## src/rtl/core/grc_pkg.sv

```systemverilog
`default_nettype none
package grc_pkg;

	// screen, texture and grid geometry
	localparam int SCREEN_W = 512;
	localparam int SCREEN_H = 512;
	localparam int TEX_SIZE = 64;
	localparam int MAP_DIM  = 32;

	localparam int ONE_Q16   = 65536;
	localparam int PERP_MAX  = 4194303;
	localparam int TEX_MAX   = 4194304;
	localparam int PERP_W    = 22;
	localparam int TEX_W     = $clog2(TEX_SIZE);
	localparam int MAP_IW    = $clog2(MAP_DIM);
	localparam int MAP_DEPTH = MAP_DIM * MAP_DIM;
	localparam int MAP_AW    = $clog2(MAP_DEPTH);
	localparam int CELL_W    = 4;

	// configuration port
	localparam int POS_W = 21;
	localparam int VEC_W = 18;
	localparam int CFG_W = 21;
	localparam int CFG_IW = 3;
	localparam logic [CFG_IW-1:0] CFG_POS_X   = 3'd0;
	localparam logic [CFG_IW-1:0] CFG_POS_Y   = 3'd1;
	localparam logic [CFG_IW-1:0] CFG_DIR_X   = 3'd2;
	localparam logic [CFG_IW-1:0] CFG_DIR_Y   = 3'd3;
	localparam logic [CFG_IW-1:0] CFG_PLANE_X = 3'd4;
	localparam logic [CFG_IW-1:0] CFG_PLANE_Y = 3'd5;

	// request kinds
	localparam logic REQ_WRITE = 1'b0;
	localparam logic REQ_CAST  = 1'b1;

	// shared divider
	localparam int LH_NUM = SCREEN_H * ONE_Q16;
	localparam int LH_W   = $clog2(LH_NUM + 1);
	localparam int TS_NUM = TEX_SIZE * ONE_Q16;
	localparam int TS_CNT = $clog2(TS_NUM + 1);
	localparam int DVD_W  = 40;
	localparam int DVS_W  = (LH_W > PERP_W) ? LH_W : PERP_W;
	localparam int DIV_CW = $clog2(DVD_W + 1);

	// shared multiplier
	localparam int MUL_AW = 25;
	localparam int MUL_BW = 35;
	localparam int MUL_PW = MUL_AW + MUL_BW;

	typedef struct packed {
		logic                  req_type;
		logic [8:0]            column;
		logic [4:0]            cell_x;
		logic [4:0]            cell_y;
		logic [CELL_W-1:0]     cell_value;
	} req_t;

	typedef struct packed {
		logic [8:0]            out_column;
		logic [4:0]            hit_x;
		logic [4:0]            hit_y;
		logic                  side;
		logic [PERP_W-1:0]     perp_dist;
		logic [8:0]            draw_start;
		logic [8:0]            draw_end;
		logic [3:0]            tex_num;
		logic [5:0]            tex_x;
		logic [22:0]           tex_step;
		logic [22:0]           tex_pos_start;
	} desc_t;

	typedef struct packed {
		logic                  start;
		logic [DVD_W-1:0]      dividend;
		logic [DVS_W-1:0]      divisor;
		logic [DIV_CW-1:0]     count;
	} div_cmd_t;

endpackage
`default_nettype wire

```

## src/rtl/core/grc_mul.sv

```systemverilog
`default_nettype none
// signed multiplier, registered product
module grc_mul (
	input  wire logic                                clk,
	input  wire logic signed [grc_pkg::MUL_AW-1:0]   a,
	input  wire logic signed [grc_pkg::MUL_BW-1:0]   b,
	output logic signed [grc_pkg::MUL_PW-1:0]        p
);
	logic signed [grc_pkg::MUL_PW-1:0] p_q;

	always_ff @(posedge clk) begin
		p_q <= grc_pkg::MUL_PW'(a) * grc_pkg::MUL_PW'(b);
	end

	assign p = p_q;
endmodule
`default_nettype wire

```

## config.mk

```make
export PLATFORM = sky130hd
export DESIGN_NAME = grc_mul
export DESIGN_NICKNAME = d
export VERILOG_FILES = /design/src/rtl/core/grc_pkg.sv /design/src/rtl/core/grc_mul.sv
export SDC_FILE = /design/constraint.sdc
export NUM_CORES = 2
export LEC_CHECK = 0
export BUFFER_PORTS_ARGS = -buffer_cell sky130_fd_sc_hd__buf_2
export CAP_MARGIN = 30
export CORE_ASPECT_RATIO = 1.5
export CORE_MARGIN = 2
export CORE_UTILIZATION = 56
export DETAILED_ROUTE_END_ITERATION = 10
export PLACE_DENSITY = 0.73
export SKIP_CTS_REPAIR_TIMING = 1
export SLEW_MARGIN = 40
export SYNTH_ARGS = -nofsm -noshare
export SYNTH_HDL_FRONTEND = slang
export SYNTH_SLANG_ARGS = --single-unit
```

## constraint.sdc

```tcl
create_clock -name clk -period 9.5 [get_ports clk]
set_clock_uncertainty 0.15 [all_clocks]
set_input_delay 0.475 -clock clk [delete_from_list [all_inputs] [get_ports clk]]
set_output_delay 0.475 -clock clk [all_outputs]
set_load 0.02 [all_outputs]
```

### Word level (Yosys, flattened, before mapping)

Cells that the tools add are included.

| word-level totals | value |
|---|---|
| logic and storage cells | 2 |
| bits of input ports | 61 |
| output and inout port bits | 60 |
| flip-flop bits (word level) | 60 |

| cells by class | value |
|---|---|
| multipliers | 1 |

Operator list:

| operator | number |
|---|---|
| 25-bit by 35-bit multiplier with 60-bit output | 1 |

### Depth between registers and ports, before layout

| logic depth | value |
|---|---|
| depth after elaboration | 1 |
| gate-level depth with buffers | 27 |
| depth with buffers taken out | 25 |

### Least setup slack after synthesis

No wires, ideal clock.

| timing | value |
|---|---|
| kind | in2reg |
| from | input port a[4] (netlist name) |
| to | register p_q, in the netlist p[49] |
| cell stages on the path | 26 |
| buffers on the path | 3 |
| arrival time | 6.770 ns |
| slack | 2.458 ns |
| data required time | 9.229 ns |
| library setup time | 0.121 ns |
| cells stage by stage | clkbuf_1 > clkbuf_1 > nand2_1 > fa_1 > inv_1 > fa_1 > inv_1 > fa_1 > fa_1 > inv_1 > fa_1 > fa_1 > inv_1 > fa_1 > inv_1 > ha_1 > buf_4 > a21o_1 > o21bai_2 > o21bai_1 > a2111oi_2 > o31ai_2 > nor4_4 > o41ai_4 > mux2i_1 > nand2_1 |

| on the way | value |
|---|---|
| cells in the longest elaborated chain, start to end | 1 |

RTL lines:

| item | line | source |
|---|---|---|
| from (decl) | grc_mul.sv:5 | `input wire logic signed [grc_pkg::MUL_AW-1:0] a,` |
| 25-bit by 35-bit multiplier with 60-bit output | grc_mul.sv:12 | `p_q <= grc_pkg::MUL_PW'(a) * grc_pkg::MUL_PW'(b);` |
| to (signal assigned) | grc_mul.sv:12 |  |
| to (decl) | grc_mul.sv:9 | `logic signed [grc_pkg::MUL_PW-1:0] p_q;` |

No other way between the ends.

### Worst setup path in the final report

| timing | value |
|---|---|
| from | input port a[4] (netlist name) |
| to | register p_q, in the netlist p[53] |

The elaborated chain is that of the path after synthesis.

==> impl_metrics.env <==
export IMPL_status="finished clean"
export IMPL_largest_register_ff_count=60
export IMPL_synth_cell_types=61
export IMPL_fin_cells=4166
export IMPL_die_h_um=296
export IMPL_syn_area_per_cell_um2=9.33
export IMPL_cts_clk_slew_worst_paths_ps=60
export IMPL_pin_count=121
export IMPL_firstDrtPassIters=6
export IMPL_grt_max_degree=36
export IMPL_hold_viol_final=0
export IMPL_hp_start="a[0]"
export IMPL_core_area_um2=56500
export IMPL_ctsRootBufferMaster="clkbuf_16"
export IMPL_finalSetupTns_ps=0
export IMPL_start_util_pct=56.4
export IMPL_dp_cells=4146
export IMPL_synthesis_area_um2=31900
export IMPL_cts_tree="built"
export IMPL_grt_usage_pct=33.1
export IMPL_num_vias=23100
export IMPL_routed_wirelength_mm=89.6
export IMPL_slew_headroom_pct=41.2
export IMPL_port_buffers=120
export IMPL_synthesis_instances=3413
export IMPL_critPathRequiredTime_ps=9640
export IMPL_finalCritPeriodShare_pct=91.1
export IMPL_route_met2_wl_mm=46.9
export IMPL_core_rowCount=107
export IMPL_htree_levels=3
export IMPL_drtIter0Drc=1085
export IMPL_place_area_um2=32900
export IMPL_end_kind="register"
export IMPL_clock_fmax_ghz=0.116
export IMPL_hold_end="p[0]"
export IMPL_slew_viol_final=0
export IMPL_synth_seq_cells=60
export IMPL_synth_area_leaders="fa_1 (56%), inv_1 (10%), and2_1 (8.6%), ha_1 (6.3%), nand2_1 (5.2%)"
export IMPL_ys_seq_area_share_pct=3.77
export IMPL_ant_nets=0
export IMPL_synth_area_leader_cell="fa_1"
export IMPL_gp_congestion=1.01
export IMPL_clockBufferDepth=2
export IMPL_cts_num_sinks=60
export IMPL_ys_flop_type="dfxtp_1"
export IMPL_min_path_type="input port to register"
export IMPL_crit_arrival_ps=8800
export IMPL_die_w_um=199
export IMPL_rsz0062_at_grt="no"
export IMPL_cts_buffers=9
export IMPL_crit_type="input port to register"
export IMPL_finalCriticalPeriod_ps=8660
export IMPL_async_flop_share_pct=0
export IMPL_synth_edf_count=0
export IMPL_finalSetupViolCount=0
export IMPL_route_met3_wl_mm=6.14
export IMPL_synth_top_area_share_pct=55.8
export IMPL_routed_top_layer="met5"
export IMPL_grt_pass1_vias=26000
export IMPL_final_nets=4505
export IMPL_hpwl_mm=71.1
export IMPL_overflow=0
export IMPL_grt_pass1_wl_mm=142
export IMPL_antenna_found_initial=5
export IMPL_fin_area_um2=33200
export IMPL_startpoint_type="input port"
export IMPL_cap_violations=0
export IMPL_wire_per_inst_um=21.5
export IMPL_wl_met1_mm=27.3
export IMPL_drc=0
export IMPL_syn_nets=4523
export IMPL_yosys_warnings=0
export IMPL_tightest_slew_ps=882
export IMPL_hold_path_depth=2
export IMPL_avgViaCountPerCell=5.55
export IMPL_dieArea_um2=58900
export IMPL_worst_path_max_fanout=22
export IMPL_drive_gt1_share_pct=5.24
export IMPL_area_delta_synth_final_pct=4.34
## worst max-delay path by stage
stage          from     to  slack (ps)  cells past startpoint
6_report       a[4]  p[53]         840                     23
5_1_grt        a[4]  p[33]         600                     24
4_1_cts        a[2]  p[53]        1240                     22
3_5_place_dp   a[2]  p[53]         830                     22
3_3_place_gp   a[4]  p[53]         850                     24
2_1_floorplan  a[4]  p[49]        2460                     26
## cell usage in the layout, fill, tap and decap left out, drive strengths merged, types with 11 or more instances in the layout
cell type    n
and2       437
nand3       16
a21oi       55
nor2        53
a21o        26
a211oi      11
xnor2       44
dfxtp       60
inv        872
xor2        18
buf        141
o21ai       37
nor3        11
nand2b      13
o21bai      15
fa         888
nand2      443
ha         161
clkbuf      11
## cell usage after synthesis, drive strengths merged (16+ instances only)
master  count
fa        888
inv       872
nand2     443
and2      437
ha        161
clkbuf    157
dfxtp      60
a21oi      55
nor2       53
xnor2      44
o21ai      37
a21o       26
xor2       18
nand3      16
## per-layer routing
layer	track usage, %	vias to the layer above
met2	57.2	1025
met4	28.6	6
met3	7.31	439
met5	0	-
li1	-	9682
met1	33.7	12000
## cells by family (layout without fill, tap and decap cells)
family,Yosys count,in the layout,synth area share (%)
other,0,3,0
DFF,60,60,3.77
adders and majority gates,1049,1049,62.1
and+or+nand+nor,1006,1006,15.9
buffers and inverters,1043,1030,12.4
AOI/OAI and AO/OA,192,192,4.16
xor gates and xnor gates,62,62,1.70
muxes,1,1,0.0314
## layout make-up
cell class / count / area, µm²
Multi-Input combinational cell: 2310 / 26700
Tap cell: 763 / 955
Sequential cell: 60 / 1200
Inverter: 873 / 3280
Fill cell: 5043 / 23300
Clock buffer: 11 / 243
Antenna cell: 3 / 7.51
Timing Repair Buffer: 141 / 758
Clock inverter: 5 / 75.1
## through the flow
step,utilization [%],hold WS [ps],setup WS (ps)
after floorplan,-,447,2460
after global placement,58.2,741,848
after detailed placement,58.2,740,834
after CTS,58.8,455,1240
after global routing,58.8,490,600
final,58.8,486,843
## worst max-delay path, cell delays in order
cell	delay, ps
buf_2	510
buf_4	240
nand2_1	70
fa_1	530
fa_1	500
inv_1	50
fa_1	540
ha_1	150
inv_1	50
fa_1	470
inv_1	50
fa_1	570
fa_1	420
ha_1	540
nand2_1	470
nor2_2	790
nand4_1	370
buf_4	310
o211a_1	290
o211a_1	330
nor4_4	550
o41ai_4	180
o311ai_1	300
Power is not shown: default switching activity piles up to over one toggle a cycle in this logic, so the estimate is an artifact.
