### config.mk
export PLATFORM = sky130hd
export DESIGN_NAME = grc_map
export DESIGN_NICKNAME = d
export VERILOG_FILES = /design/src/rtl/core/grc_pkg.sv /design/src/rtl/core/grc_map.sv
export SDC_FILE = /design/constraint.sdc
export NUM_CORES = 2
export LEC_CHECK = 0
export BUFFER_PORTS_ARGS = -buffer_cell sky130_fd_sc_hd__buf_2
export CORE_MARGIN = 4
export CORE_UTILIZATION = 55
export CTS_CLUSTER_DIAMETER = 80
export CTS_CLUSTER_SIZE = 8
export DETAILED_ROUTE_END_ITERATION = 16
export PLACE_DENSITY = 0.72
export SLEW_MARGIN = 25
export SYNTH_ARGS = -nofsm -noshare
export SYNTH_HDL_FRONTEND = slang
export SYNTH_SLANG_ARGS = --single-unit
### constraint.sdc
create_clock -name clk -period 34.3 [get_ports clk]
set_input_delay 1.715 -clock clk [delete_from_list [all_inputs] [get_ports clk]]
set_output_delay 1.715 -clock clk [all_outputs]
set_load 0.02 [all_outputs]
### src/rtl/core/grc_pkg.sv
`default_nettype none
package grc_pkg;

	// screen, texture and grid geometry
	localparam int SCREEN_W = 512;
	localparam int SCREEN_H = 512;
	localparam int TEX_SIZE = 64;
	localparam int MAP_DIM  = 32;

	localparam int ONE_Q16   = 65536;
	localparam int PERP_MAX  = 4194303;
	localparam int TEX_MAX   = 4194304;
	localparam int PERP_W    = 22;
	localparam int TEX_W     = $clog2(TEX_SIZE);
	localparam int MAP_IW    = $clog2(MAP_DIM);
	localparam int MAP_DEPTH = MAP_DIM * MAP_DIM;
	localparam int MAP_AW    = $clog2(MAP_DEPTH);
	localparam int CELL_W    = 4;

	// configuration port
	localparam int POS_W = 21;
	localparam int VEC_W = 18;
	localparam int CFG_W = 21;
	localparam int CFG_IW = 3;
	localparam logic [CFG_IW-1:0] CFG_POS_X   = 3'd0;
	localparam logic [CFG_IW-1:0] CFG_POS_Y   = 3'd1;
	localparam logic [CFG_IW-1:0] CFG_DIR_X   = 3'd2;
	localparam logic [CFG_IW-1:0] CFG_DIR_Y   = 3'd3;
	localparam logic [CFG_IW-1:0] CFG_PLANE_X = 3'd4;
	localparam logic [CFG_IW-1:0] CFG_PLANE_Y = 3'd5;

	// request kinds
	localparam logic REQ_WRITE = 1'b0;
	localparam logic REQ_CAST  = 1'b1;

	// shared divider
	localparam int LH_NUM = SCREEN_H * ONE_Q16;
	localparam int LH_W   = $clog2(LH_NUM + 1);
	localparam int TS_NUM = TEX_SIZE * ONE_Q16;
	localparam int TS_CNT = $clog2(TS_NUM + 1);
	localparam int DVD_W  = 40;
	localparam int DVS_W  = (LH_W > PERP_W) ? LH_W : PERP_W;
	localparam int DIV_CW = $clog2(DVD_W + 1);

	// shared multiplier
	localparam int MUL_AW = 25;
	localparam int MUL_BW = 35;
	localparam int MUL_PW = MUL_AW + MUL_BW;

	typedef struct packed {
		logic                  req_type;
		logic [8:0]            column;
		logic [4:0]            cell_x;
		logic [4:0]            cell_y;
		logic [CELL_W-1:0]     cell_value;
	} req_t;

	typedef struct packed {
		logic [8:0]            out_column;
		logic [4:0]            hit_x;
		logic [4:0]            hit_y;
		logic                  side;
		logic [PERP_W-1:0]     perp_dist;
		logic [8:0]            draw_start;
		logic [8:0]            draw_end;
		logic [3:0]            tex_num;
		logic [5:0]            tex_x;
		logic [22:0]           tex_step;
		logic [22:0]           tex_pos_start;
	} desc_t;

	typedef struct packed {
		logic                  start;
		logic [DVD_W-1:0]      dividend;
		logic [DVS_W-1:0]      divisor;
		logic [DIV_CW-1:0]     count;
	} div_cmd_t;

endpackage
`default_nettype wire

### src/rtl/core/grc_map.sv
`default_nettype none
// grid cell store, cleared by a sweep after reset
module grc_map (
	input  wire logic                          clk,
	input  wire logic                          arst_n,
	input  wire logic                          we,
	input  wire logic [grc_pkg::MAP_AW-1:0]    waddr,
	input  wire logic [grc_pkg::CELL_W-1:0]    wdata,
	input  wire logic [grc_pkg::MAP_AW-1:0]    raddr,
	output logic [grc_pkg::CELL_W-1:0]         rdata,
	output logic                               busy
);
	logic [grc_pkg::CELL_W-1:0] mem [grc_pkg::MAP_DEPTH];
	logic [grc_pkg::MAP_AW:0]   clr_q;
	logic [grc_pkg::CELL_W-1:0] rdata_q;
	logic                       clearing;

	assign clearing = !clr_q[grc_pkg::MAP_AW];

	always_ff @(posedge clk or negedge arst_n) begin
		if (!arst_n) begin
			clr_q <= '0;
		end else if (clearing) begin
			clr_q <= clr_q + 1'b1;
		end
	end

	always_ff @(posedge clk) begin
		if (clearing) begin
			mem[clr_q[grc_pkg::MAP_AW-1:0]] <= '0;
		end else if (we) begin
			mem[waddr] <= wdata;
		end
		rdata_q <= mem[raddr];
	end

	assign rdata = rdata_q;
	assign busy  = clearing;
endmodule
`default_nettype wire

Yosys cells after proc, flatten, opt, wreduce, memory -nomap -nowiden
Memories as Yosys holds them, arrays and structs flattened. A register that Yosys moved wholly into a read port is not among the register bits.
Index checks and enable logic that the tools add are counted.

storage, ports and cells
  register bits after elaboration = 11
  RAM bits = 4096
  input bits = 27
  output and inout port bits = 5
  logic and storage cells = 14
  memories = 1

memories
  name  depth  bits a word  read ports  clocked after Yosys merged registers in  wr ports  RTL line       source
  mem   1024   4            1           1                                        1         grc_map.sv:13  logic [grc_pkg::CELL_W-1:0] mem [grc_pkg::MAP_DEPTH];

cells by class
  $add $sub $neg = 1
  multiplexer cells = 8
  reductions and logical operators = 2

operators with widths
  kind                                           count
  adder 11 x 1 -> 11 bit, second input constant  1
  two-way mux 11 bit                             1
  two-way mux 10 bit                             1
  two-way mux 1 bit                              5
  two-way mux 4 bit                              1
  OR reduction 4 bit                             1
  zero test 1 bit                                1

Depth between registers and ports, before layout
  depth after elaboration = 5
  depth in mapped cells = 15
  depth with buffers taken out = 8

Worst setup path after synthesis
Ideal clock, no wire load.

  path type = input -> register
  start = in wdata[0] (netlist name)
  end = mem mem[0][0] (netlist name) (data pin)
  library setup time = 2.902 ns
  arrival time = 14.620 ns
  required time = 31.398 ns
  setup slack = 16.778 ns
  cell stages on the path = 1
  path buffers = 0
  cell sequence = and3_1

on the way
  cells in the longest elaborated chain, start to end = 1

ends and longest elaborated chain
  item                                RTL line       source
  from (decl)                         grc_map.sv:8   input wire logic [grc_pkg::CELL_W-1:0] wdata,
  two-way mux 4 bit (no source line)  -
  to (decl)                           grc_map.sv:13

No other way between the ends.

==> flow_metrics.tcl <==
set metrics [dict create \
    fin_crit_ns 7.20 \
    crit_fanout 94 \
    core-area_mm2 0.294 \
    drt_iter0_drc 14200 \
    cp-startpoint "raddr[0]" \
    pwr-share-comb_pct 2.5 \
    skew_ns 0.0610 \
    final_cells 12700 \
    die_w_um 552 \
    wire_per_inst_um 35.1 \
    seq_power_share_pct 50.1 \
    clk_latency_ns 1.04 \
    die-area_mm2 0.304 \
    io-pin-count 32 \
    ys_warn_count 0 \
    ys_seq_area_share_pct 75.8 \
    power.density_mw_per_mm2 59.5 \
    p_switching_w 0.00227 \
    gp_routability_congestion 0.862 \
    leakage_nw 47.4 \
    initial_utilization_pct 55.3 \
    switching_share_pct 20.9 \
    cp_data_required_time_ns 35.22 \
    synth_edf_count 4096 \
    antenna_found_initial 39 \
    worstSetupPathType "in2reg" \
    routed_wl_um 444000 \
    arrival_ns 8.12 \
    tightest_slew_ns 1.18 \
    layout.nets 8632 \
    synth.most_common_cell "edfxtp_1" \
    synth_cells 8372 \
    synth_commonest_cells "edfxtp_1, nor2_1, mux4_2" \
    syn_area_mm2 0.163 \
    drt_first_pass_iters 6 \
    cts_resized 0 \
    relSlewSlack_pct 21.6 \
    root_buffer "clkbuf_16" \
    setup_viol 0 \
    finalInstanceArea_mm2 0.183 \
    worstSetupStartpointType "input pin" \
    drive_above_1_share_pct 21.3 \
    ir_worst_vdd_mv 0.0565 \
    worstHoldPathType "in2async" \
    area_delta_synth_final_pct 12.6 \
    detail-route-antenna-nets 0 \
    avgViaCountPerCell 6.90 \
    numPortBuffers 31 \
    ys_ff_latch 4111 \
    dieHeight_um 552 \
    finalCritPeriodShare_pct 21.0 \
    rr_startpoint "clr_q[10]" \
    rows 199 \
    syn_nets 8400 \
    dpl-instance-area_mm2 0.167 \
    clock_power_share_pct 47.4 \
    grt_pass1_vias 87200 \
    grt.total_usage_pct 29.2 \
    yosysTopAreaCellShare_pct 75.6 \
    vias 87300 \
    cts_sinks 4111 \
    post_cts_buffers 0 \
    ys_async_sr_fraction_pct 0.268 \
    p_int_w 0.00862 \
    grt_overflow_total 0 \
    yosysTopAreaCell "edfxtp_1" \
    setup_tns_ns 0 \
    clkTransAtPathRegs_ns 0.05 \
    synth_cell_type_count 70 \
    rsz0062_at_grt "no" \
    drv_slew 0 \
    dp_hpwl_um 253000 \
    cap_violations 0 \
    grt_max_degree 232 \
    clk_path_buf_depth 4 \
    cts_made_buffers 584 \
    max_freq_ghz 0.139 \
    outcome "finished clean" \
    hold_viol 0 \
    power.total_w 0.0109 \
    ctsHoldBuffers 0 \
    htree_levels 6 \
    syn_avg_cell_area_um2 19.4 \
    ys_top_cells_by_area "edfxtp_1, mux4_2, mux2i_1, nor2_1, o221ai_1" \
    drc 0 \
    grt_pass1_wl_um 637000 \
    cts_tree "done" \
    end_kind "register" \
    dpl.cell_count 11900 \
    ys.flop_type "edfxtp_1" \
]
[placed cells by master, fill, tap and decap left out, types with 25 or more instances in the layout]
master,netlist,layout
edfxtp_1,4096,4096
o221ai_1,175,175
buf_4,48,185
nor3_1,81,76
clkbuf_1,308,43
mux2i_1,470,469
a211oi_1,28,27
diode_2,0,30
clkbuf_16,0,590
clkinv_16,0,25
nand2_1,165,128
buf_2,78,26
a22oi_1,83,83
nand3_1,48,48
nor2_1,1119,1108
o22ai_1,113,113
mux4_2,863,863
a221oi_1,27,27
o21ai_0,85,84
a21oi_1,126,126
nand2_4,0,25
[per-stage QoR]
stage	setup WS, ns	hold WS (ns)	utilization [%]
6_report	27.10	0.544	62.3
2_1_floorplan	16.78	0.493	-
3_5_place_dp	26.36	0.546	56.7
3_3_place_gp	25.87	0.524	56.6
5_1_grt	26.92	0.543	62.2
4_1_cts	27.43	0.491	62.2
[final cells by class]
type | instances | area, um2
flip-flops and latches | 4111 | 123000
fillers | 19400 | 111000
inverters | 12 | 60.1
multi-input cells | 3654 | 36500
repair buffers | 241 | 2040
diodes | 30 | 75.1
well taps | 3919 | 4900
clock buffers | 633 | 14900
clock inverters | 55 | 1220
[routing by layer]
metal	vias to the layer above	GRT usage, %	routed length, um
li1	34500	-	-
met1	44800	40.2	155000
met2	6855	44.1	207000
met3	1177	8.27	61200
met4	12	12.8	21900
met5	-	0	96
[worst max-delay path, cell delays in order]
cell and delay, ns:
buf_12 0.50, buf_4 0.71, buf_4 0.75, buf_4 0.76, buf_4 0.79, mux2i_1 0.17
o221ai_1 0.28, o22ai_1 0.14, o21ai_0 0.29, nand4_1 0.20, a311oi_1 0.92, o311ai_0 0.43
nand3_1 0.21
[sequential cells by signal, indices dropped and copies added, names as in the netlist]
register and flops:
rdata 4, clr_q 11, mem 4096
[logic make-up (layout without fill, tap and decap cells)]
logic type               after synthesis  after routing  share of synthesized area (%)
buffers and inverters                607            941                           2.02
AO/OA/AOI/OAI                        741            741                           3.20
flip-flops                          4111           4111                           75.8
other                                  0             30                              0
adder cells (fa/ha/maj)                1              1                        0.00769
AND/OR/NAND/NOR                     1560           1560                           3.96
multiplexers                        1343           1343                           14.9
XOR/XNOR                               9              9                         0.0485
[final timing paths]
kind                               end  slack (ns)  depth (start not counted)
max in group asynchronous     clr_q[5]       33.55                          1
max reg2reg                mem[320][1]       29.87                          5
min reg2reg                   clr_q[8]        0.55                          1
min                          clr_q[10]        0.54                          1
max                           rdata[3]       27.10                         13
min in group clk              clr_q[8]        0.55                          1
[power groups by stage]
stage / logic (W) / clock network [W] / registers (W)
3_3_place_gp: 0.000268 / 0 / 0.00555
5_1_grt: 0.000282 / 0.00543 / 0.00545
3_5_place_dp: 0.000270 / 0 / 0.00555
2_1_floorplan: 0.000178 / 0 / 0.00555
4_1_cts: 0.000271 / 0.00519 / 0.00546
6_report: 0.000275 / 0.00516 / 0.00545
No activity file was read; power rests on OpenSTA's default activity.
