## src/rtl/core/grc_pkg.sv

```systemverilog
`default_nettype none
package grc_pkg;

	// screen, texture and grid geometry
	localparam int SCREEN_W = 512;
	localparam int SCREEN_H = 512;
	localparam int TEX_SIZE = 64;
	localparam int MAP_DIM  = 32;

	localparam int ONE_Q16   = 65536;
	localparam int PERP_MAX  = 4194303;
	localparam int TEX_MAX   = 4194304;
	localparam int PERP_W    = 22;
	localparam int TEX_W     = $clog2(TEX_SIZE);
	localparam int MAP_IW    = $clog2(MAP_DIM);
	localparam int MAP_DEPTH = MAP_DIM * MAP_DIM;
	localparam int MAP_AW    = $clog2(MAP_DEPTH);
	localparam int CELL_W    = 4;

	// configuration port
	localparam int POS_W = 21;
	localparam int VEC_W = 18;
	localparam int CFG_W = 21;
	localparam int CFG_IW = 3;
	localparam logic [CFG_IW-1:0] CFG_POS_X   = 3'd0;
	localparam logic [CFG_IW-1:0] CFG_POS_Y   = 3'd1;
	localparam logic [CFG_IW-1:0] CFG_DIR_X   = 3'd2;
	localparam logic [CFG_IW-1:0] CFG_DIR_Y   = 3'd3;
	localparam logic [CFG_IW-1:0] CFG_PLANE_X = 3'd4;
	localparam logic [CFG_IW-1:0] CFG_PLANE_Y = 3'd5;

	// request kinds
	localparam logic REQ_WRITE = 1'b0;
	localparam logic REQ_CAST  = 1'b1;

	// shared divider
	localparam int LH_NUM = SCREEN_H * ONE_Q16;
	localparam int LH_W   = $clog2(LH_NUM + 1);
	localparam int TS_NUM = TEX_SIZE * ONE_Q16;
	localparam int TS_CNT = $clog2(TS_NUM + 1);
	localparam int DVD_W  = 40;
	localparam int DVS_W  = (LH_W > PERP_W) ? LH_W : PERP_W;
	localparam int DIV_CW = $clog2(DVD_W + 1);

	// shared multiplier
	localparam int MUL_AW = 25;
	localparam int MUL_BW = 35;
	localparam int MUL_PW = MUL_AW + MUL_BW;

	typedef struct packed {
		logic                  req_type;
		logic [8:0]            column;
		logic [4:0]            cell_x;
		logic [4:0]            cell_y;
		logic [CELL_W-1:0]     cell_value;
	} req_t;

	typedef struct packed {
		logic [8:0]            out_column;
		logic [4:0]            hit_x;
		logic [4:0]            hit_y;
		logic                  side;
		logic [PERP_W-1:0]     perp_dist;
		logic [8:0]            draw_start;
		logic [8:0]            draw_end;
		logic [3:0]            tex_num;
		logic [5:0]            tex_x;
		logic [22:0]           tex_step;
		logic [22:0]           tex_pos_start;
	} desc_t;

	typedef struct packed {
		logic                  start;
		logic [DVD_W-1:0]      dividend;
		logic [DVS_W-1:0]      divisor;
		logic [DIV_CW-1:0]     count;
	} div_cmd_t;

endpackage
`default_nettype wire

```

## src/rtl/core/grc_div.sv

```systemverilog
`default_nettype none
// restoring divider, one quotient bit per cycle
module grc_div (
	input  wire logic                          clk,
	input  wire logic                          arst_n,
	input  wire grc_pkg::div_cmd_t             cmd,
	output logic                               done,
	output logic [grc_pkg::DVD_W-1:0]          quotient
);
	logic [grc_pkg::DVD_W-1:0]  dvd_q;
	logic [grc_pkg::DVD_W-1:0]  quo_q;
	logic [grc_pkg::DVS_W-1:0]  dvs_q;
	logic [grc_pkg::DVS_W-1:0]  rem_q;
	logic [grc_pkg::DVS_W-1:0]  rem_nx;
	logic [grc_pkg::DVS_W:0]    rem_ext;
	logic                       ge;
	logic [grc_pkg::DIV_CW-1:0] cnt_q;
	logic                       busy_q;
	logic                       done_q;

	always_comb begin
		rem_ext = {rem_q, dvd_q[grc_pkg::DVD_W-1]};
		ge      = rem_ext >= {1'b0, dvs_q};
		rem_nx  = ge ? grc_pkg::DVS_W'(rem_ext - {1'b0, dvs_q})
		             : grc_pkg::DVS_W'(rem_ext);
	end

	always_ff @(posedge clk or negedge arst_n) begin
		if (!arst_n) begin
			busy_q <= 1'b0;
			done_q <= 1'b0;
			cnt_q  <= '0;
		end else if (cmd.start) begin
			busy_q <= 1'b1;
			done_q <= 1'b0;
			cnt_q  <= cmd.count;
		end else if (busy_q) begin
			cnt_q <= cnt_q - 1'b1;
			if (cnt_q == grc_pkg::DIV_CW'(1)) begin
				busy_q <= 1'b0;
				done_q <= 1'b1;
			end
		end else begin
			done_q <= 1'b0;
		end
	end

	always_ff @(posedge clk) begin
		if (cmd.start) begin
			// left-align the dividend so only count bits are walked
			dvd_q <= cmd.dividend << (grc_pkg::DIV_CW'(grc_pkg::DVD_W) - cmd.count);
			dvs_q <= cmd.divisor;
			rem_q <= '0;
			quo_q <= '0;
		end else if (busy_q) begin
			dvd_q <= {dvd_q[grc_pkg::DVD_W-2:0], 1'b0};
			rem_q <= rem_nx;
			quo_q <= {quo_q[grc_pkg::DVD_W-2:0], ge};
		end
	end

	assign done     = done_q;
	assign quotient = quo_q;
endmodule
`default_nettype wire

```

## config.mk

```make
export PLATFORM = sky130hd
export DESIGN_NAME = grc_div
export DESIGN_NICKNAME = d
export VERILOG_FILES = /design/src/rtl/core/grc_pkg.sv /design/src/rtl/core/grc_div.sv
export SDC_FILE = /design/constraint.sdc
export NUM_CORES = 1
export LEC_CHECK = 0
export ABC_AREA = 1
export BUFFER_PORTS_ARGS = -buffer_cell sky130_fd_sc_hd__buf_2
export CORE_ASPECT_RATIO = 0.75
export CORE_MARGIN = 3
export CORE_UTILIZATION = 40
export CTS_BUF_LIST = sky130_fd_sc_hd__clkbuf_2
export CTS_CLUSTER_SIZE = 28
export DETAILED_ROUTE_END_ITERATION = 10
export PLACE_DENSITY = 0.67
export SYNTH_ARGS = -nofsm -noshare
export SYNTH_HDL_FRONTEND = slang
export SYNTH_SLANG_ARGS = --single-unit
```

## constraint.sdc

```tcl
create_clock -name clk -period 7.4 [get_ports clk]
set_clock_uncertainty 0.15 [all_clocks]
set_input_delay 0 -clock clk [delete_from_list [all_inputs] [get_ports clk]]
set_output_delay 0 -clock clk [all_outputs]
set_load 0.03 [all_outputs]
```

---- Yosys cells after proc, flatten, opt, wreduce, memory -nomap -nowiden ----
Cells that the tools add are included.
storage, ports and cells
  bits in latches ......................... 0
  ROM bits ................................ 0
  bits in writable memories ............... 0
  bits in registers ....................... 140
  memories ................................ 0
  logic and storage cells ................. 26
cells by class
  multipliers ............................. 0
  shifts and indexed selects .............. 1
  $lt $le $gt $ge ......................... 1
  reduce and logical (&&, ||, !) cells .... 1
  equality and inequality tests ........... 2
  div/mod/pow operators ................... 0
  multiplexer cells ....................... 11
  add/subtract/negate cells ............... 3
  bitwise logic cells ..................... 0
operators with widths
  operator             number
  $mux 40              2
  $shl 40x6->40        1
  $ge 27x26->1         1
  $mux 26              1
  $sub 26x26->26       1
  $mux 6               2
  $eq 6x1->1 const B   1
  $mux 1               6
  $sub 6x1->6 const B  1
  $sub 6x6->6 const A  1
  $ne 3x2->1 const B   1
  $reduce_bool 2->1    1

---- Logic depth before layout (Yosys ltp) ----
Gate-level depths: netlist of the first run.
  depth after elaboration ................. 4
  gate-level depth with buffers ........... 15
  mapped depth without buffers ............ 15

---- Least setup slack after synthesis of the first run ----
Ideal clock, no wire load.
  path kind ............................... register to register
  start ................................... register busy_q
  end ..................................... register dvd_q[0] (netlist name), enable pin
  path buffers ............................ 1
  required time ........................... 6.830 ns
  setup slack ............................. 5.006 ns
  arrival ................................. 1.824 ns
  period minus slack after synthesis ...... 2.394 ns
  library setup time ...................... 0.420 ns
  stages on the path, launching flop included .. 4
  path through ............................ dfrtp_1 -> nor2_1 -> clkinv_1 -> clkbuf_1
on the way
  longest elaborated chain between the ends .. 1
ends and longest elaborated chain
  what                         RTL line       text
  start, declared              grc_div.sv:18  logic busy_q;
  start signal, assigned       grc_div.sv:30  busy_q <= 1'b0;
  start signal, assigned       grc_div.sv:34  busy_q <= 1'b1;
  start signal, assigned       grc_div.sv:40  busy_q <= 1'b0;
  $reduce_bool 2->1 (no line)  --
  end signal, assigned         grc_div.sv:51  dvd_q <= cmd.dividend << (grc_pkg::DIV_CW'(grc_pkg::DVD_W) - cmd.count);
  end signal, assigned         grc_div.sv:56  dvd_q <= {dvd_q[grc_pkg::DVD_W-2:0], 1'b0};
  end, declared                grc_div.sv:10  logic [grc_pkg::DVD_W-1:0] dvd_q;
No other way between the ends.
A chain may end at the register's enable or synchronous reset.

---- Final worst setup path of the first run ----
  start ................................... input port cmd[0] (netlist name)
  end ..................................... register dvd_q[36] (netlist name) (data pin)
on the way
  longest elaborated chain between the ends .. 3
ends and longest elaborated chain
  what             RTL line       text
  start, declared  grc_div.sv:6   input wire grc_pkg::div_cmd_t cmd,
  $sub 6x6->6      grc_div.sv:51
  $shl 40x6->40    grc_div.sv:51
  $mux 40          grc_div.sv:49  if (cmd.start) begin
No other way between the ends.

==> results_dict.tcl, run 1 <==
set metrics [dict create \
    synth_top_area_cell "edfxtp_1" \
    dp_hpwl_microns 19990 \
    crit_type "in2reg" \
    synth_cell_types 44 \
    grt_max_degree 64 \
    fin_nets 1817 \
    grt_pass1_wl_microns 49800 \
    root_buffer "clkbuf_2" \
    cp-start-kind "input port" \
    cp-end-kind "flip-flop" \
    maxSlewHeadroom_pct 48.90 \
    fmax_ghz 0.1793 \
    synth_seq_area_share_pct 36.46 \
    drt-vias-per-instance 5.136 \
    setup_tns_ps 0 \
    synth-edff-count 66 \
    fin_crit_ps 5578 \
    layout_common_cells "505 x nand2_1, 222 x nand3_1, 199 x inv_1, 192 x dlygate4sd3_1, 115 x buf_2" \
    syn_to_final_growth_pct 30.34 \
    grt_overflow 0 \
    avgRoutedWirePerCell_microns 14.76 \
    worst_pin_slew_ps 765.3 \
    synth.avg_cell_area_sq_um 6.682 \
    rsz0062_at_grt "false" \
    crit_path_top_delay_cell "dlygate4sd3_1" \
    gp_congestion 0.9487 \
    cts_buffer_depth 2 \
    synth.top_cell.area_share_pct 20.63 \
    clock-sinks 140 \
    crit_top_cell "dlygate4sd3_1" \
    grt.total_usage_pct 23.51 \
    cts_tree "done" \
    worstPathCellList "buf_2 > inv_2 > ha_1 > buf_4 > o211ai_1 > dlygate4sd3_1 > nand3_1 > dlygate4sd3_1 > nand3_1 > dlygate4sd3_1 > nand3_1 > dlygate4sd3_1 > nand3_1 > dlygate4sd3_1 > nand2_1 > dlygate4sd3_1 > nand2_1" \
    io_pins 116 \
    initial_utilization_pct 41.24 \
    whs_endpoint "cnt_q[3]" \
    path_max_fanout 48 \
    synth_area_leaders "edfxtp_1 21%, nand2_1 20%, dfxtp_1 14%" \
    arrival_ps 5950 \
    die_y_microns 140.2 \
    crit_family "buffers and inverters" \
    drc 0 \
    max_stage_delay_ps 600 \
    power_density_mw_per_mm2 223.2 \
    dieArea_sq_mm 0.02594 \
    syn-cell-area_sq_mm 0.009609 \
    regToRegStartpoint "dvs_q[11]" \
    syn-instance-count 1438 \
    power_leakage_uw 0.006087 \
    drive_gt1_share_pct 10.67 \
    grt_pass1_vias 9940 \
    cts_resized 0 \
    worstHoldStart "cmd[3]" \
    finalMaxSlewViolations 0 \
    insertion_delay_ps 750 \
    vias 10401 \
    mappedNetlistNets 1543 \
    drt-total-wl_microns 29890 \
    cts_made_buffers 17 \
    setup_viol 0 \
    min_period_over_period_pct 75.38 \
    drt_iter0_markers 1111 \
    holdPathStages 4 \
    ant_nets 0 \
    fin_util_pct 53.75 \
    final_common_cell "nand2_1" \
    dr.pass1.iters 7 \
    cp.required_ps 7770 \
    numPortBuffers 115 \
    path_clk_slew_ps 240 \
    status "complete, no violations" \
    rrSetupSlack_ps 4330 \
    r2r_end "rem_q[21]" \
    crit_buf_inv 9 \
    rr_worst_depth 14 \
    rows 48 \
    peakVddDrop_mv 0.1319 \
    hp-class "in2reg" \
    maxCapViolCount 0 \
    hold_viol 0 \
    yosys_warnings 0 \
    dieWidth_microns 185.0 \
    async_reset_ff_share_pct 5.714 \
    ys_ff_latch 140 \
    ctsHtreeMaxLevel 4 \
    core_area_sq_mm 0.02330 \
    antenna_found_initial 0 \
    synthFlopType "edfxtp_1" \
    diodes 0 \
]
## power breakdown
group	internal [uW]	leakage, uW	total [uW]	switching (uW)
clock	137	0.000151	473	336
sequential	930	0.00136	992	61.0
combinational	518	0.00458	1330	813
## registers in the layout, indices dropped and copies added (netlist names)
signal    cells
dvd_q        40
quotient     40
dvs_q        26
rem_q        26
cnt_q         6
busy_q        1
done          1
## how the worst max path moves through the flow
stage / startpoint / endpoint / slack (ps) / cells after the start
floorplan: busy_q / dvd_q[0] / 5010 / 3
global placement: cmd[0] / dvd_q[38] / 3910 / 13
detailed placement: cmd[0] / dvd_q[38] / 3890 / 13
CTS: cmd[0] / dvd_q[36] / 2040 / 17
global route: cmd[0] / dvd_q[36] / 1650 / 17
finish: cmd[0] / dvd_q[36] / 1820 / 17
## layout make-up
type                    instances  area, sq um
fillers                      2291        10780
multi-input cells            1028         5039
flip-flops and latches        140         3503
repair buffers                321         2603
inverters                     204        765.7
well taps                     300        375.4
clock inverters                15        153.9
clock buffers                  17        85.08
## cell usage after synthesis, types with 20 or more instances
cell type  number
nand2_1       505
nand3_1       222
inv_1         199
dfxtp_1        66
edfxtp_1       66
nor2_1         55
o21ai_0        46
o22ai_1        38
clkbuf_1       34
a21oi_1        30
ha_1           29
buf_2          20
## routing by layer
layer	up-vias	GRT usage, %	wire length [microns]
li1	5217	-	-
met1	4730	34.32	14100
met2	403	35.11	12700
met3	51	6.153	2562
met4	0	4.933	518
met5	-	0	0
## tightest hold or removal path: stages
cell	delay [ps]
dlygate4sd3_1	550
buf_2	170
inv_1	160
o221ai_1	140
## repair_timing
| item | 4_1_cts | 5_1_grt |
|---|---|---|
| hold buffers | 191 | 1 |
| setup endpoints to repair | 0 | 0 |
| setup buffers | 0 | 0 |
| endpoints found under the hold margin | 105 | 6 |
## through the flow
step                      worst slack [ps]  total power (uW)  hold slack, ps  instances  cell area (sq um)
after global placement                3911              2148          -290.3       1801              10360
after CTS                             2044              2777           36.27       2024              12510
after global routing                  1653              3035           99.58       2025              12520
final                                 1822              2796           166.3       2025              12520
after detailed placement              3894              2160          -285.3       1801              10360
after floorplan                       5006              1881          -445.6       1438               9609
## cell families (layout without fill, tap and decap cells)
family	Yosys count	in the layout	synth area share (%)
compound gates	153	153	9.323
xor+xnor	21	21	2.148
fa+ha+maj	30	30	3.984
buf+inv	270	557	11.46
flops	140	140	36.46
simple gates	824	824	36.63
(Power assumes the default switching activity.)
==> inputs of run 2 (changes only) <==
==> constraint.sdc (replaced) <==
create_clock -name clk -period 5.4 [get_ports clk]
set_clock_uncertainty 0.15 [all_clocks]
set_input_delay 0 -clock clk [delete_from_list [all_inputs] [get_ports clk]]
set_output_delay 0 -clock clk [all_outputs]
set_load 0.03 [all_outputs]
==> run 2 against run 1 <==
Compared with the run above:
- via count down 0.23%
- final area down 1.0%
- routed wire length up 1.6%
==> results_dict.tcl, run 2 (synthesis results as in run 1) <==
set metrics [dict create \
    crit_path_top_delay_cell "ha_1" \
    insertion_delay_ps 760 \
    grt_pass1_wl_microns 48690 \
    dp_hpwl_microns 20970 \
    core_area_sq_mm 0.02330 \
    grt.total_usage_pct 23.25 \
    wl_met2_microns 12770 \
    setup_viol 0 \
    cts_made_buffers 17 \
    crit_type "in2reg" \
    crit_top_cell "dlygate4sd3_1" \
    worstPathCellList "clkbuf_4 > inv_2 > ha_1 > clkinvlp_4 > buf_4 > nand3_1 > dlygate4sd3_1 > nand3_1 > dlygate4sd3_1 > nand2_1 > dlygate4sd3_1 > o21ai_1 > dlygate4sd3_1 > o21ai_1 > nand3_1 > dlygate4sd3_1 > nand2_1" \
    numPortBuffers 115 \
    routedLengthMet1_microns 14380 \
    antenna_found_initial 0 \
    dieArea_sq_mm 0.02594 \
    hp-class "in2async" \
    power_density_mw_per_mm2 306.0 \
    clock-sinks 140 \
    final_common_cell "nand2_1" \
    rows 48 \
    grt_pass1_vias 9616 \
    fin_crit_ps 5124 \
    hold_viol 0 \
    worst_pin_slew_ps 1096 \
    drt_iter0_markers 1212 \
    grt_max_degree 57 \
    r2r_end "rem_q[23]" \
    path_max_fanout 48 \
    max_stage_delay_ps 620 \
    drt-vias-per-instance 5.152 \
    grt_overflow 0 \
    rrSetupSlack_ps 2450 \
    place_area_sq_mm 0.01038 \
    rsz0062_at_grt "false" \
    power_leakage_uw 0.006033 \
    die_y_microns 140.2 \
    vias 10377 \
    dieWidth_microns 185.0 \
    fmax_ghz 0.1951 \
    avgRoutedWirePerCell_microns 15.07 \
    layout_common_cells "505 x nand2_1, 222 x nand3_1, 198 x inv_1, 178 x dlygate4sd3_1, 114 x buf_2" \
    top_layer "met4" \
    root_buffer "clkbuf_2" \
    cp-start-kind "input port" \
    num-fill-cells 2263 \
    ctsHtreeMaxLevel 4 \
    drc 0 \
    initial_utilization_pct 41.24 \
    maxCapViolCount 0 \
    diodes 0 \
    syn_to_final_growth_pct 28.97 \
    finalMaxSlewViolations 0 \
    arrival_ps 5600 \
    io_pins 116 \
    cts_tree "done" \
    ant_nets 0 \
    min_period_over_period_pct 94.89 \
    peakVddDrop_mv 0.1511 \
    final_area_sq_mm 0.01239 \
    dr_wl_met3_microns 2719 \
    drt-total-wl_microns 30360 \
    setup_tns_ps 0 \
    regToRegStartpoint "dvs_q[10]" \
    rr_worst_depth 14 \
    status "complete, no violations" \
    cp.required_ps 5870 \
    drive_gt1_share_pct 10.97 \
    cts_buffer_depth 2 \
    maxSlewHeadroom_pct 26.83 \
    path_clk_slew_ps 230 \
    total_power_uw 3792 \
    cp-end-kind "flip-flop" \
    dr.pass1.iters 6 \
    fin_nets 1806 \
    gp_congestion 0.9599 \
]
## run 2: cell count changes in the layout (fill, tap and decap cells not counted), moves of 2 or more
cell / before / now
dlygate4sd3_1: 192 / 178
inv_6: 5 / 3
buf_4: 14 / 16
clkinvlp_4: 0 / 2
## run 2: per-stage QoR
step           hold WS, ps  utilization, %  setup slack [ps]  std cells
2_1_floorplan       -445.6               -              3006       1438
3_3_place_gp        -291.0           44.54              1734       1803
3_5_place_dp        -289.3           44.54              1763       1803
4_1_cts              30.24           53.14             25.53       2013
5_1_grt              23.36           53.18             123.1       2014
6_report             109.5           53.18             275.7       2014
## run 2: worst max path at each step
stage / slack, ps / start / endpoint
after detailed placement: 1760 / cmd[0] / dvd_q[39]
after floorplan: 3010 / busy_q / dvd_q[0]
after global placement: 1730 / cmd[0] / dvd_q[38]
final: 280 / cmd[0] / dvd_q[23]
after CTS: 30 / cmd[0] / dvd_q[23]
after global routing: 120 / cmd[0] / dvd_q[23]
## run 2: layer usage
| metal | vias to the layer above | track usage (%) |
|---|---|---|
| met4 | 0 | 5.367 |
| met2 | 410 | 33.95 |
| met5 | - | 0 |
| met1 | 4728 | 34.10 |
| met3 | 48 | 6.516 |
| li1 | 5191 | - |
## run 2: worst max-delay path: cells and delay by family
family | cells | cell delay (ps)
buffers and inverters | 9 | 4380
adder cells (fa/ha/maj) | 1 | 620
AND/OR/NAND/NOR | 5 | 400
AO/OA/AOI/OAI | 2 | 200
## run 2: report_power, final
group	total (uW)	switching, uW	internal, uW
Sequential	1360	83.7	1280
Clock	606	427	179
Combinational	1830	1120	704
## run 2: repair_timing
| item | 4_1_cts | 5_1_grt |
|---|---|---|
| resized for setup | 0 | 2 |
| endpoints found under the hold margin | 107 | 0 |
| hold buffers | 178 | 0 |
| setup endpoints to repair | 0 | 4 |
| buffers inserted | 0 | 0 |
## run 2: final cells by class
type	instances	area, sq um	share of cell area, %
repair buffers	309	2480	20.01
clock buffers	18	90.09	0.7269
multi-input cells	1028	5039	40.66
well taps	300	375.4	3.029
clock inverters	14	131.4	1.060
repair inverters	1	5.005	0.04038
inverters	204	769.5	6.209
flip-flops and latches	140	3503	28.27
